==> config.mk <==
export PLATFORM = sky130hd
export DESIGN_NAME = kdu_obuf_flat
export DESIGN_NICKNAME = d
export VERILOG_FILES = /design/src/rtl/keymap_dead_key_utf8_translator_assert.svh /design/src/rtl/kdu_pkg.sv /design/src/rtl/kdu_chan_if.sv /design/src/rtl/kdu_obuf.sv /design/src/flat_wrapper.sv
export SDC_FILE = /design/constraint.sdc
export NUM_CORES = 1
export LEC_CHECK = 0
export ABC_AREA = 1
export BUFFER_PORTS_ARGS = -buffer_cell sky130_fd_sc_hd__buf_2
export CORE_MARGIN = 4
export CORE_UTILIZATION = 47
export CTS_CLUSTER_DIAMETER = 80
export DETAILED_ROUTE_END_ITERATION = 12
export PLACE_DENSITY_LB_ADDON = 0.1
export SYNTH_ARGS = -nofsm -noshare
export SYNTH_HDL_FRONTEND = slang
export SYNTH_SLANG_ARGS = --single-unit
==> constraint.sdc <==
create_clock -name clk -period 1.8 [get_ports clk]
set_clock_uncertainty 0.2 [all_clocks]
set_input_delay 0.54 -clock clk [delete_from_list [all_inputs] [get_ports clk]]
set_output_delay 0.54 -clock clk [all_outputs]
set_load 0.01 [all_outputs]
==> src/rtl/keymap_dead_key_utf8_translator_assert.svh <==
// Assertion macros for the keymap dead-key translator.
// Included by the top level; depends on nothing.
`ifndef KEYMAP_DEAD_KEY_UTF8_TRANSLATOR_ASSERT_SVH
`define KEYMAP_DEAD_KEY_UTF8_TRANSLATOR_ASSERT_SVH

// same-cycle implication
`define KDU_ASSERT_NOW(name, clk, rst_n, ante, cons, msg) \
	name: assert property (@(posedge clk) disable iff (!rst_n) (ante) |-> (cons)) \
		else $error(msg);

// next-cycle implication
`define KDU_ASSERT_NEXT(name, clk, rst_n, ante, cons, msg) \
	name: assert property (@(posedge clk) disable iff (!rst_n) (ante) |=> (cons)) \
		else $error(msg);

`endif

==> src/rtl/kdu_pkg.sv <==
// Shared types, constants and the UTF-8 encoder of the keymap translator.
// Depends on nothing.
package kdu_pkg;

	localparam int MOD_PLANES = 16;

	localparam logic [1:0] KIND_KEY = 2'd0;
	localparam logic [1:0] KIND_MAP = 2'd1;
	localparam logic [1:0] KIND_DIA = 2'd2;

	localparam logic [1:0] COL_DEAD = 2'd0;
	localparam logic [1:0] COL_BASE = 2'd1;
	localparam logic [1:0] COL_RES  = 2'd2;

	localparam logic [3:0] PL_SHIFT = 4'd1;

	localparam int BIT_CAPS = 21;
	localparam int BIT_NPAD = 22;
	localparam int BIT_DEAD = 23;

	localparam logic [20:0] CP_SPACE   = 21'h20;
	localparam logic [20:0] CP_1B_MAX  = 21'h7F;
	localparam logic [20:0] CP_2B_MAX  = 21'h7FF;
	localparam logic [20:0] CP_SUR_LO  = 21'hD800;
	localparam logic [20:0] CP_SUR_HI  = 21'hDFFF;
	localparam logic [20:0] CP_3B_MAX  = 21'hFFFF;
	localparam logic [20:0] CP_MAX     = 21'h10FFFF;

	localparam logic [7:0] LEAD_2B = 8'hC0;
	localparam logic [7:0] LEAD_3B = 8'hE0;
	localparam logic [7:0] LEAD_4B = 8'hF0;
	localparam logic [7:0] CONT_B  = 8'h80;

	typedef struct packed {
		logic [1:0]  kind;
		logic [6:0]  key_code;
		logic        released;
		logic        shift_down;
		logic        ctrl_down;
		logic        alt_down;
		logic        altgr_down;
		logic        caps_lock_on;
		logic        num_lock_on;
		logic [3:0]  table_plane;
		logic [6:0]  table_slot;
		logic [23:0] table_word;
	} kdu_in_t;

	typedef struct packed {
		logic [7:0] utf8_byte;
		logic       last_byte;
	} kdu_out_t;

	typedef struct packed {
		logic [20:0] dead;
		logic [20:0] base;
		logic [20:0] res;
	} kdu_dia_row_t;

	typedef struct packed {
		logic        clr;
		logic        app;
		logic        start;
		logic [20:0] cp;
	} kdu_obuf_ctl_t;

	typedef struct packed {
		logic [2:0]      len;
		logic [3:0][7:0] b;
	} kdu_enc_t;

	function automatic kdu_enc_t kdu_utf8_enc(input logic [20:0] cp);
		kdu_enc_t e;
		e = '0;
		if (cp == '0) begin
			e.len = 3'd0;
		end else if (cp <= CP_1B_MAX) begin
			e.len  = 3'd1;
			e.b[0] = cp[7:0];
		end else if (cp <= CP_2B_MAX) begin
			e.len  = 3'd2;
			e.b[0] = LEAD_2B | {3'b0, cp[10:6]};
			e.b[1] = CONT_B | {2'b0, cp[5:0]};
		end else if (cp >= CP_SUR_LO && cp <= CP_SUR_HI) begin
			e.len = 3'd0;
		end else if (cp <= CP_3B_MAX) begin
			e.len  = 3'd3;
			e.b[0] = LEAD_3B | {4'b0, cp[15:12]};
			e.b[1] = CONT_B | {2'b0, cp[11:6]};
			e.b[2] = CONT_B | {2'b0, cp[5:0]};
		end else if (cp <= CP_MAX) begin
			e.len  = 3'd4;
			e.b[0] = LEAD_4B | {5'b0, cp[20:18]};
			e.b[1] = CONT_B | {2'b0, cp[17:12]};
			e.b[2] = CONT_B | {2'b0, cp[11:6]};
			e.b[3] = CONT_B | {2'b0, cp[5:0]};
		end
		return e;
	endfunction

endpackage

==> src/rtl/kdu_chan_if.sv <==
// Valid/ready channel carrying one item of a given payload type.
// Depends on nothing.
interface kdu_chan_if #(parameter type payload_t = logic);
	logic     valid;
	logic     ready;
	payload_t data;

	modport source (output valid, output data, input ready);
	modport sink (input valid, input data, output ready);
endinterface

==> src/rtl/kdu_obuf.sv <==
// Byte buffer: encodes code points to UTF-8, then drains one byte per item.
// Depends on kdu_pkg and kdu_chan_if.
module kdu_obuf (
	input  logic                  clk,
	input  logic                  arst_n,
	input  kdu_pkg::kdu_obuf_ctl_t ctl,
	output logic                  busy,
	kdu_chan_if.source            out_ch
);
	import kdu_pkg::*;

	logic [7:0] obyte_q [8];
	logic [3:0] cnt_q;
	logic [2:0] rd_q;
	logic       drain_q;
	logic       ov_q;
	kdu_out_t   od_q;
	kdu_enc_t   enc;
	logic       load;
	logic       at_last;
	logic [3:0] off [8];

	assign enc     = kdu_utf8_enc(ctl.cp);
	assign load    = drain_q && (!ov_q || out_ch.ready);
	assign at_last = ({1'b0, rd_q} == (cnt_q - 4'd1));
	assign busy    = drain_q;
	assign out_ch.valid = ov_q;
	assign out_ch.data  = od_q;

	always_ff @(posedge clk or negedge arst_n) begin
		if (!arst_n) begin
			cnt_q   <= '0;
			rd_q    <= '0;
			drain_q <= 1'b0;
			ov_q    <= 1'b0;
		end else begin
			if (ctl.clr) begin
				cnt_q <= '0;
			end else if (ctl.app) begin
				cnt_q <= cnt_q + {1'b0, enc.len};
			end
			if (ctl.start) begin
				rd_q    <= '0;
				drain_q <= (cnt_q != '0);
			end else if (load) begin
				rd_q <= rd_q + 3'd1;
				if (at_last) begin
					drain_q <= 1'b0;
				end
			end
			if (load) begin
				ov_q <= 1'b1;
			end else if (out_ch.ready) begin
				ov_q <= 1'b0;
			end
		end
	end

	always_ff @(posedge clk) begin
		if (load) begin
			od_q.utf8_byte <= obyte_q[rd_q];
			od_q.last_byte <= at_last;
		end
	end

	always_comb begin
		for (int j = 0; j < 8; j++) begin
			off[j] = 4'(j) - cnt_q;
		end
	end

	always_ff @(posedge clk) begin
		for (int j = 0; j < 8; j++) begin
			if (ctl.app && off[j] < {1'b0, enc.len}) begin
				obyte_q[j] <= enc.b[off[j][1:0]];
			end
		end
	end
endmodule

==> src/flat_wrapper.sv <==
// flat-port wrapper written by rule: the top's interface ports become plain ports
module kdu_obuf_flat import kdu_pkg::*;
  (clk, arst_n, ctl, busy, out_ch_valid, out_ch_data, out_ch_ready);
  kdu_chan_if out_ch_i ();
  input  logic clk;
  input  logic arst_n;
  input  kdu_pkg::kdu_obuf_ctl_t ctl;
  output logic busy;
  output wire logic [$bits(out_ch_i.valid)-1:0] out_ch_valid;
  output wire logic [$bits(out_ch_i.data)-1:0] out_ch_data;
  input wire logic [$bits(out_ch_i.ready)-1:0] out_ch_ready;
  assign out_ch_valid = out_ch_i.valid;
  assign out_ch_data = out_ch_i.data;
  assign out_ch_i.ready = out_ch_ready;
  kdu_obuf u_core (.clk(clk), .arst_n(arst_n), .ctl(ctl), .busy(busy), .out_ch(out_ch_i));
endmodule
==> results.tsv, run 1 <==
metric	value	unit
hpwlAfterDp	1.42	mm
finalHoldViolCount	0	
rsz0062_at_grt	yes	
critPathKind	input port to flop	
crit_family	simple AND/OR/NAND/NOR gates	
vias	866	
final.setup.tns	-0.837	ns
nNetsFinal	187	
cts_num_sinks	10	
power_density	567	mW/mm2
detail-route-antenna-nets	0	
synth_area_leaders	dfrtp_1 (29%), nand2_1 (13%), ha_1 (9.5%)	
place_congestion	0.777	
mappedNetlistArea	790	um2
ys_seq_area_frac	0.323	
seq_power_share	0.403	
fmax	0.469	GHz
start_kind	input port	
setup_viol	3	
hold_slack	0.295	ns
synth-seq-cells	10	
irDropWorstVdd	0.605	mV
synth_cells	108	
clock_path_buffers	2	
violations	setup timing	
clk_pin_slew	0.07	ns
min-delay-path-class	input port to flop	
slowest_stage	fa_1	
status	finished, violations left	
worstPathCellList	buf_8 -> nor2_4 -> nand2_2 -> nor2_4 -> nor3b_4 -> nand2_1 -> nand2_1 -> ha_2 -> fa_1 -> nand3_1 -> o21ai_1	
syn-num-nets	142	
drtIter0Drc	14	
path_buf_inv	1	
drt-pass1-iter-count	4	
boundaryPins	30	
grt_max_degree	10	
place_ws	-0.552	ns
combPwrFrac	0.291	
vias_per_cell	5.15	
fill_cells	107	
drc	0	
track_usage	0.187	
syn2layout_area_growth	49.4	%
clkPwrFrac	0.307	
antenna_found_initial	0	
antenna_cells	0	
wire_per_inst	12.1	um
setup_slack	-0.334	ns
dieArea	0.00240	mm2
drive_gt1_frac	0.395	
tightest_slew	0.219	ns
dieWidth	49.0	um
port_buffers	29	
start_util	0.512	
leakage	0.000619	uW
min_period	2.13	ns
cp.arrival	2.10	ns
crit_fanout	2	
switching_share	0.301	
worstPathRequired	1.76	ns
final_util	0.765	
root_buffer	clkbuf_4	
grt_first_pass_wirelength	3.63	mm
endpoint_kind	flop	
yosys_warnings	0	
maxCapViolCount	0	
yosysTopAreaCellShare	0.285	
p_int	467	uW
grt_pass1_vias	881	
clkLatencyLatePin	0.27	ns
stdcell_area	0.00118	mm2
htreeDepth	1	
power_switching	202	uW
fin_crit_sh	1.19	
synth_area_per_cell	7.31	um2
cts_buffers	3	
post-synth-top-area-cell	dfrtp_1	
overflow	0	
placed_area	0.00103	mm2
row_count	14	
coreArea	0.00154	mm2
wl	2.03	mm
synth_cell_types	23	
fp.dieH	49.0	um
slew_violations	0	
cpPeakStageDelay	0.42	ns
cts_tree	yes	
slew_headroom	0.853	
==> layer usage <==
layer  share of wire  wire length (um)  track usage
met1            0.39               784        0.208
met2            0.52              1060        0.326
met3           0.071               144       0.0520
met4           0.020                40       0.0807
met5               0                 0            0
==> final cells by class <==
class	instances	area [um2]	share of cell area
multi-input cells	84	531	0.450
repair buffers	40	285	0.242
well taps	16	20.0	0.0170
flip-flops and latches	10	255	0.216
clock buffers	4	36.3	0.0308
inverters	14	52.6	0.0445
==> power groups by stage <==
stage	registers (uW)	logic, uW	clock network [uW]
3_5_place_dp	272	173	0
2_1_floorplan	275	87.3	0
3_3_place_gp	271	169	0
4_1_cts	269	184	214
5_1_grt	273	222	225
6_report	269	194	205
==> per-stage QoR <==
| step | power [uW] | instances |
|---|---|---|
| after floorplan | 362 | 108 |
| after global placement | 440 | 159 |
| after detailed placement | 445 | 159 |
| after CTS | 666 | 165 |
| after global routing | 720 | 168 |
| final | 669 | 168 |
==> state kept, by name, indices dropped and copies added (netlist names) <==
| register | cells |
|---|---|
| u_core.rd_q | 3 |
| u_core.cnt_q | 4 |
| u_core.out_ch.data | 1 |
| u_core.busy | 1 |
| u_core.out_ch.valid | 1 |
==> layout by cell type (no fill, tap or decap), types with 5 or more instances in the layout <==
cell type  count
nor2_1        10
buf_6          6
dfrtp_1        9
nand2_1       27
a21oi_1        5
o21ai_1        6
ha_1           5
buf_2         22
inv_1         11
nand3_1        9
buf_4          9
==> cells by family after synthesis <==
kind of cell    share of synthesized area
buf+inv                            0.0666
compound gates                     0.0951
simple gates                        0.384
fa+ha+maj                           0.120
xor+xnor                           0.0111
flops                               0.323
==> Yosys cell counts <==
library cell  number
nor3_2             1
nor3_1             2
nand2_2            2
xnor2_1            1
nand3_1            9
inv_1             11
inv_2              3
nand3_2            1
nor2_2             1
nand4_1            1
nand2_1           27
nor2_4             2
o21a_1             2
edfxtp_1           1
o21ai_1            6
nor3b_2            1
a21oi_1            6
ha_1               6
dfrtp_1            9
fa_1               1
nor2_1            11
or2_1              1
nor4_1             3
==> path summary, 6_finish.rpt <==
| kind | endpoint | slack [ns] | cells after the start | start |
|---|---|---|---|---|
| hold / removal | u_core.cnt_q[2] | 0.29 | 2 | ctl[22] |
| setup reg to reg | u_core.out_ch.data | 0.15 | 7 | u_core.cnt_q[0] |
| min in group asynchronous | u_core.rd_q[0] | 0.45 | 2 | arst_n |
| setup / recovery | u_core.cnt_q[1] | -0.33 | 11 | ctl[17] |
| hold reg to reg | u_core.out_ch.valid | 0.34 | 2 | u_core.out_ch.valid |
| max in group asynchronous | u_core.rd_q[1] | 0.77 | 2 | arst_n |
==> what timing repair did <==
action | 4_1_cts | 5_1_grt
resized for setup | 9 | 8
hold endpoints to repair | 9 | 0
setup endpoints to repair | 3 | 3
pin swaps | 7 | 10
setup buffers | 1 | 3
hold buffers | 1 | 0
No activity file was read; power rests on OpenSTA's default activity.
==> run 2: changes to the inputs <==
--- a/config.mk
+++ b/config.mk
@@ -8,7 +8,7 @@
 export ABC_AREA = 1
 export BUFFER_PORTS_ARGS = -buffer_cell sky130_fd_sc_hd__buf_2
 export CORE_MARGIN = 4
-export CORE_UTILIZATION = 47
+export CORE_UTILIZATION = 51
 export CTS_CLUSTER_DIAMETER = 80
 export DETAILED_ROUTE_END_ITERATION = 12
 export PLACE_DENSITY_LB_ADDON = 0.1
==> constraint.sdc (replaced) <==
create_clock -name clk -period 2.5 [get_ports clk]
set_clock_uncertainty 0.2 [all_clocks]
set_input_delay 0.75 -clock clk [delete_from_list [all_inputs] [get_ports clk]]
set_output_delay 0.75 -clock clk [all_outputs]
set_load 0.01 [all_outputs]
==> run 2 against run 1 <==
Net effect: the flow now finishes without violations; final cell count decreased by 5.4%; setup slack improved by 0.50 ns; global-route usage decreased by 0.74 points; hold slack got worse by 0.17 ns; count of clock-buffer cells in the layout unchanged; total power decreased by 37%; utilization decreased by 4.1 points; register-to-register slack improved by 0.51 ns; non-clock buffer count decreased by 8; flip-flop and latch count unchanged; critical path type unchanged.
==> results.tsv, run 2 (same netlist as run 1, synthesis figures left out) <==
metric	value	unit	change
overflow	0		unchanged
wire_per_inst	10.7	um	was 12.1 um
post-cts-setup-buffers	0		was 1
start_util	0.571		was 0.512
cts_buffers	3		unchanged
reg2regPathDepth	7		unchanged
hpwlAfterDp	1.46	mm	was 1.42 mm
wl	1.70	mm	was 2.03 mm
cts_hold_buffers	0		was 1
timing.rr.end	u_core.out_ch.data		unchanged
drtIter0Drc	23		was 14
vias_per_cell	5.19		was 5.15
top_layer_used	met4		unchanged
setup_slack	0.161	ns	was -0.334 ns
irDropWorstVdd	0.415	mV	was 0.605 mV
setup_viol	0		was 3
cts.repair.resized	0		was 9
fill_cells	109		was 107
reg_top3	u_core.cnt_q: 4 flops, u_core.rd_q: 3 flops		unchanged
tightest_slew	0.347	ns	was 0.219 ns
ff2ff_setup_slack	0.66	ns	was 0.15 ns
final.setup.tns	0	ns	was -0.837 ns
grt_first_pass_wirelength	2.77	mm	was 3.63 mm
min-delay-path-class	input port to async pin		was input port to flop
port_buffers	29		unchanged
clk_pin_slew	0.07	ns	about the same
row_count	13		was 14
combPwrFrac	0.274		was 0.291
drt-pass1-iter-count	4		unchanged
syn2layout_area_growth	26.9	%	was 49.4%
final_common_cell	buf_2		was nand2_1
p_int	291	uW	was 467 uW
antenna_cells	0		unchanged
maxCapViolCount	0		unchanged
dieWidth	47.3	um	was 49.0 um
met3_length	129	um	was 144 um
boundaryPins	30		unchanged
endpoint_kind	flop		unchanged
crit-reg2reg-launch	u_core.cnt_q[1]		was u_core.cnt_q[0]
track_usage	0.179		was 0.187
drive_gt1_frac	0.319		was 0.395
met1_length	758	um	was 784 um
fin_crit_sh	0.936		
cp.arrival	2.28	ns	was 2.10 ns
status	finished clean		was finished, violations left
power	422	uW	was 669 uW
min_period	2.34	ns	
largest_register_ff_count	4		unchanged
rsz0062_at_grt	no		was yes
clkLatencyLatePin	0.26	ns	was 0.27 ns
power_density	421	mW/mm2	was 567 mW/mm2
crit_fanout	2		unchanged
slew_violations	0		unchanged
grt_pass1_vias	749		was 881
nNetsFinal	179		was 187
clock_path_buffers	2		unchanged
grt_max_degree	10		unchanged
place_ws	-0.106	ns	was -0.552 ns
root_buffer	clkbuf_4		unchanged
htreeDepth	1		unchanged
route.met2.wl	792	um	was 1.06 mm
fmax	0.428	GHz	
register_area	255	um2	unchanged
clkPwrFrac	0.271		was 0.307
critPathKind	input port to flop		unchanged
regMostFlops	u_core.cnt_q		unchanged
finalHoldViolCount	0		unchanged
vias	826		was 866
power_switching	131	uW	was 202 uW
coreArea	0.00138	mm2	was 0.00154 mm2
antenna_found_initial	0		unchanged
place_congestion	0.834		was 0.777
switching_share	0.310		was 0.301
cts_num_sinks	10		unchanged
dieArea	0.00224	mm2	was 0.00240 mm2
multi_input_area	482	um2	was 531 um2
start_kind	input port		unchanged
seq_power_share	0.456		was 0.403
fp.dieH	47.3	um	was 49.0 um
drc	0		unchanged
cts_tree	yes		unchanged
detail-route-antenna-nets	0		unchanged
worstPathRequired	2.44	ns	was 1.76 ns
mostFrequentLayoutCells	buf_2 (29), nand2_1 (27), nor2_1 (11), inv_1 (11)		was nand2_1 (27), buf_2 (22), inv_1 (11)
slew_headroom	0.767		was 0.853
leakage	0.000546	uW	was 0.000619 uW
==> run 2: metrics by stage <==
step	utilization	instance area, um2	cells	hold WS [ns]
global route	0.725	1000	159	0.125
CTS	0.725	1000	159	0.128
detailed placement	0.706	976	155	0.307
global placement	0.706	976	155	0.293
finish	0.725	1000	159	0.123
floorplan	-	790	108	0.254
==> run 2: metal layers <==
layer | track usage | vias up
met2 | 0.291 | 25
met1 | 0.208 | 373
met3 | 0.0575 | 2
met5 | 0 | -
met4 | 0.0939 | 0
li1 | - | 426
==> run 2: critical path: stages <==
cell and delay [ns]:
buf_2 0.09, nor3_1 0.24, nand3_2 0.11, nor3b_2 0.19, nand2_1 0.07, nand2_1 0.08, ha_1 0.18, fa_1 0.42
nand3_1 0.09, o21ai_1 0.06
==> run 2: area by class of cell <==
class | instances | area share
sequential | 10 | 0.255
multi-input combinational | 84 | 0.481
clock buffer | 4 | 0.0262
inverter | 14 | 0.0524
timing repair buffer | 32 | 0.167
tap | 15 | 0.0187
==> run 2: worst max path at each step <==
stage             from              end  slack, ns  cells past startpoint
6_report       ctl[10]  u_core.cnt_q[1]       0.16                     10
5_1_grt        ctl[10]  u_core.cnt_q[1]       0.05                     10
4_1_cts        ctl[10]  u_core.cnt_q[1]       0.16                     10
3_5_place_dp   ctl[10]  u_core.cnt_q[1]      -0.11                     10
3_3_place_gp   ctl[10]  u_core.cnt_q[1]      -0.03                     10
2_1_floorplan  ctl[10]  u_core.cnt_q[1]       0.14                      9
==> run 2: power groups by stage <==
stage	logic [uW]	clock network (uW)	registers, uW
5_1_grt	131	127	195
3_3_place_gp	110	0	195
6_report	115	114	192
2_1_floorplan	61.5	0	198
3_5_place_dp	115	0	195
4_1_cts	116	118	192
==> run 3: changes to the inputs <==
--- a/config.mk
+++ b/config.mk
@@ -5,10 +5,9 @@
 export SDC_FILE = /design/constraint.sdc
 export NUM_CORES = 1
 export LEC_CHECK = 0
-export ABC_AREA = 1
 export BUFFER_PORTS_ARGS = -buffer_cell sky130_fd_sc_hd__buf_2
 export CORE_MARGIN = 4
-export CORE_UTILIZATION = 51
+export CORE_UTILIZATION = 48
 export CTS_CLUSTER_DIAMETER = 80
 export DETAILED_ROUTE_END_ITERATION = 12
 export PLACE_DENSITY_LB_ADDON = 0.1
==> run 3 against run 2 <==
Net effect: the flow now finishes with violations (setup timing); total power rose by 5.6%; register-to-register slack improved by 0.14 ns; non-clock buffer count rose by 2; via count fell by 20%; sequential power barely moved; combinational power shrank 8%; area after synthesis is 14% lower; fmax fell by 7.1%; setup slack got worse by 0.18 ns; first-iteration DRC count shrank 70%; critical path type unchanged; largest cell class unchanged; largest power group unchanged.
==> results.tsv, run 3 <==
metric	value	unit	change
worstPathRequired	2.49	ns	was 2.44 ns
fmax	0.397	GHz	was 0.428 GHz
register_area	255	um2	unchanged
dieArea	0.00209	mm2	was 0.00224 mm2
irDropWorstVdd	0.368	mV	was 0.415 mV
rsz0062_at_grt	yes		was no
critPathKind	input port to flop		unchanged
drt-pass1-iter-count	2		was 4
grt_pass1_vias	654		was 749
hold_slack	0.118	ns	was 0.123 ns
syn2layout_area_growth	48.6	%	was 26.9%
synthArstFlopShare	0.900		unchanged
vias_per_cell	5.39		was 5.19
tightest_slew	0.254	ns	was 0.347 ns
start_kind	input port		unchanged
port_buffers	29		unchanged
reg2regPathDepth	5		was 7
drc	0		unchanged
p_int	321	uW	was 291 uW
hpwlAfterDp	1.28	mm	was 1.46 mm
overflow	0		unchanged
finalHoldViolCount	0		unchanged
mostFrequentLayoutCells	buf_2 (26), dfrtp_1 (9), nor2_1 (6)		was buf_2 (29), nand2_1 (27), nor2_1 (11), inv_1 (11)
clkPwrFrac	0.330		was 0.271
power_switching	125	uW	was 131 uW
crit_fanout	2		unchanged
multi_input_area	483	um2	was 482 um2
final_util	0.769		was 0.725
antenna_found_initial	0		unchanged
clkLatencyLatePin	0.27	ns	was 0.26 ns
drtIter0Drc	7		was 23
placed_area	917	um2	was 976 um2
htreeDepth	1		unchanged
fin_crit_sh	1.01		was 0.936
synth_area_per_cell	9.88	um2	was 7.31 um2
leakage	0.000482	uW	was 0.000546 uW
cts_num_sinks	10		unchanged
nNetsFinal	142		was 179
track_usage	0.178		was 0.179
timing.rr.end	u_core.busy		was u_core.out_ch.data
wl	1.65	mm	was 1.70 mm
clk_pin_slew	0.07	ns	about the same
detail-route-antenna-nets	0		unchanged
place_ws	-0.330	ns	was -0.106 ns
largest_register_ff_count	4		unchanged
root_buffer	clkbuf_4		unchanged
yosysTopAreaCellShare	0.330		was 0.285
final_common_cell	buf_2		unchanged
switching_share	0.280		was 0.310
mappedNetlistArea	682	um2	was 790 um2
start_util	0.518		was 0.571
drive_gt1_frac	0.495		was 0.319
setup_viol	1		was 0
antenna_cells	0		unchanged
place_congestion	0.810		was 0.834
slowest_stage	or4_4		was fa_1
cts_tree	yes		unchanged
ys.flop_type	dfrtp_1		unchanged
power_density	440	mW/mm2	was 421 mW/mm2
slew_headroom	0.828		was 0.767
dp_cells	118		was 155
synth_edf_count	1		unchanged
ys_seq_area_frac	0.374		was 0.323
synth_area_leaders	dfrtp_1 (33%), ha_1 (11%), xnor2_1 (6.4%)		was dfrtp_1 (29%), nand2_1 (13%), ha_1 (9.5%)
cts_buffers	3		unchanged
grt_first_pass_wirelength	2.62	mm	was 2.77 mm
vias	658		was 826
regMostFlops	u_core.cnt_q		unchanged
final_cells	122		was 159
maxCapViolCount	0		unchanged
synth_cell_types	25		was 23
fill_cells	93		was 109
yosys_warnings	0		unchanged
synth_cells	69		was 108
stdcell_area	0.00101	mm2	was 0.00100 mm2
min-delay-path-class	input port to async pin		unchanged
row_count	13		unchanged
dieWidth	45.7	um	was 47.3 um
setup_slack	-0.0178	ns	was 0.161 ns
synth-seq-cells	10		unchanged
grt_max_degree	10		unchanged
cp.arrival	2.51	ns	was 2.28 ns
post-synth-top-area-cell	dfrtp_1		unchanged
post-cts-setup-buffers	0		unchanged
yosys.cell_count.top_type	dfrtp_1		was nand2_1
slew_violations	0		unchanged
clock_path_buffers	2		unchanged
fp.dieH	45.7	um	was 47.3 um
reg_top3	u_core.cnt_q: 4 flops, u_core.rd_q: 3 flops		unchanged
yosys-top-cells-count	dfrtp_1 (9), nor2_1 (7), ha_1 (6)		was nand2_1 (27), inv_1 (11), nor2_1 (11)
cpPeakStageDelay	0.52	ns	was 0.42 ns
coreArea	0.00132	mm2	was 0.00138 mm2
endpoint_kind	flop		unchanged
wire_per_inst	13.5	um	was 10.7 um
violations	setup timing		
min_period	2.52	ns	was 2.34 ns
ff2ff_setup_slack	0.80	ns	was 0.66 ns
boundaryPins	30		unchanged
crit-reg2reg-launch	u_core.cnt_q[0]		was u_core.cnt_q[1]
syn-num-nets	103		was 142
combPwrFrac	0.239		was 0.274
status	finished, violations left		was finished clean
worstPathCellList	buf_6 -> or4_4 -> o21ai_2 -> a211oi_2 -> ha_2 -> fa_2 -> mux2i_1 -> nor2_1		was buf_2 -> nor3_1 -> nand3_2 -> nor3b_2 -> nand2_1 -> nand2_1 -> ha_1 -> fa_1 -> nand3_1 -> o21ai_1
seq_power_share	0.431		was 0.456
run 3: area by class of cell:
class	instances	share of cell area
clock buffer	4	0.0358
inverter	5	0.0185
multi-input combinational	54	0.477
sequential	10	0.252
tap	15	0.0185
timing repair buffer	34	0.199
run 3: power by group through the flow:
stage / Sequential (uW) / Clock [uW] / Combinational [uW]
6_report: 192 / 147 / 106
3_3_place_gp: 194 / 0 / 93.4
4_1_cts: 192 / 151 / 102
3_5_place_dp: 195 / 0 / 96.2
2_1_floorplan: 195 / 0 / 49.4
5_1_grt: 194 / 157 / 119
run 3: worst max-delay path: cells and delay by family:
| kind | cells | cell delay [ns] |
|---|---|---|
| AOI/OAI and AO/OA | 2 | 0.25 |
| and+or+nand+nor | 2 | 0.63 |
| muxes | 1 | 0.07 |
| buffers and inverters | 1 | 0.09 |
| adders and majority gates | 2 | 0.72 |
run 3: worst max-delay path by stage:
stage | start | to | slack, ns | depth (start not counted)
5_1_grt | ctl[19] | u_core.cnt_q[1] | -0.07 | 8
3_3_place_gp | ctl[15] | u_core.cnt_q[3] | -0.25 | 9
4_1_cts | ctl[0] | u_core.cnt_q[2] | -0.01 | 8
6_report | ctl[0] | u_core.cnt_q[1] | -0.02 | 8
3_5_place_dp | ctl[19] | u_core.cnt_q[1] | -0.33 | 8
2_1_floorplan | ctl[15] | u_core.cnt_q[3] | -0.12 | 8
run 3: kinds of logic after synthesis:
family / Yosys count / share of synthesized area
flip-flops: 10 / 0.374
adder cells (fa/ha/maj): 7 / 0.139
multiplexers: 2 / 0.0294
AND/OR/NAND/NOR: 25 / 0.205
buffers and inverters: 5 / 0.0275
AO/OA/AOI/OAI: 11 / 0.0972
XOR/XNOR: 9 / 0.127
run 3: layer usage:
metal,up-vias,GRT usage,share of wire
li1,323,-,-
met1,310,0.209,0.38
met2,20,0.306,0.52
met3,5,0.0356,0.080
met4,0,0.0852,0.019
met5,-,0,0
run 3: through the flow:
step	setup TNS, ns	total power [uW]
after floorplan	-0.315	245
after global placement	-0.731	288
after detailed placement	-0.898	292
after CTS	-0.0145	445
after global routing	-0.174	470
final	-0.0178	446
run 3: repair_timing:
action / in CTS / in global routing
hold buffers: 0 / 0
pin swaps: 3 / 2
resized for setup: 7 / 5
endpoints found under the setup margin: 3 / 3
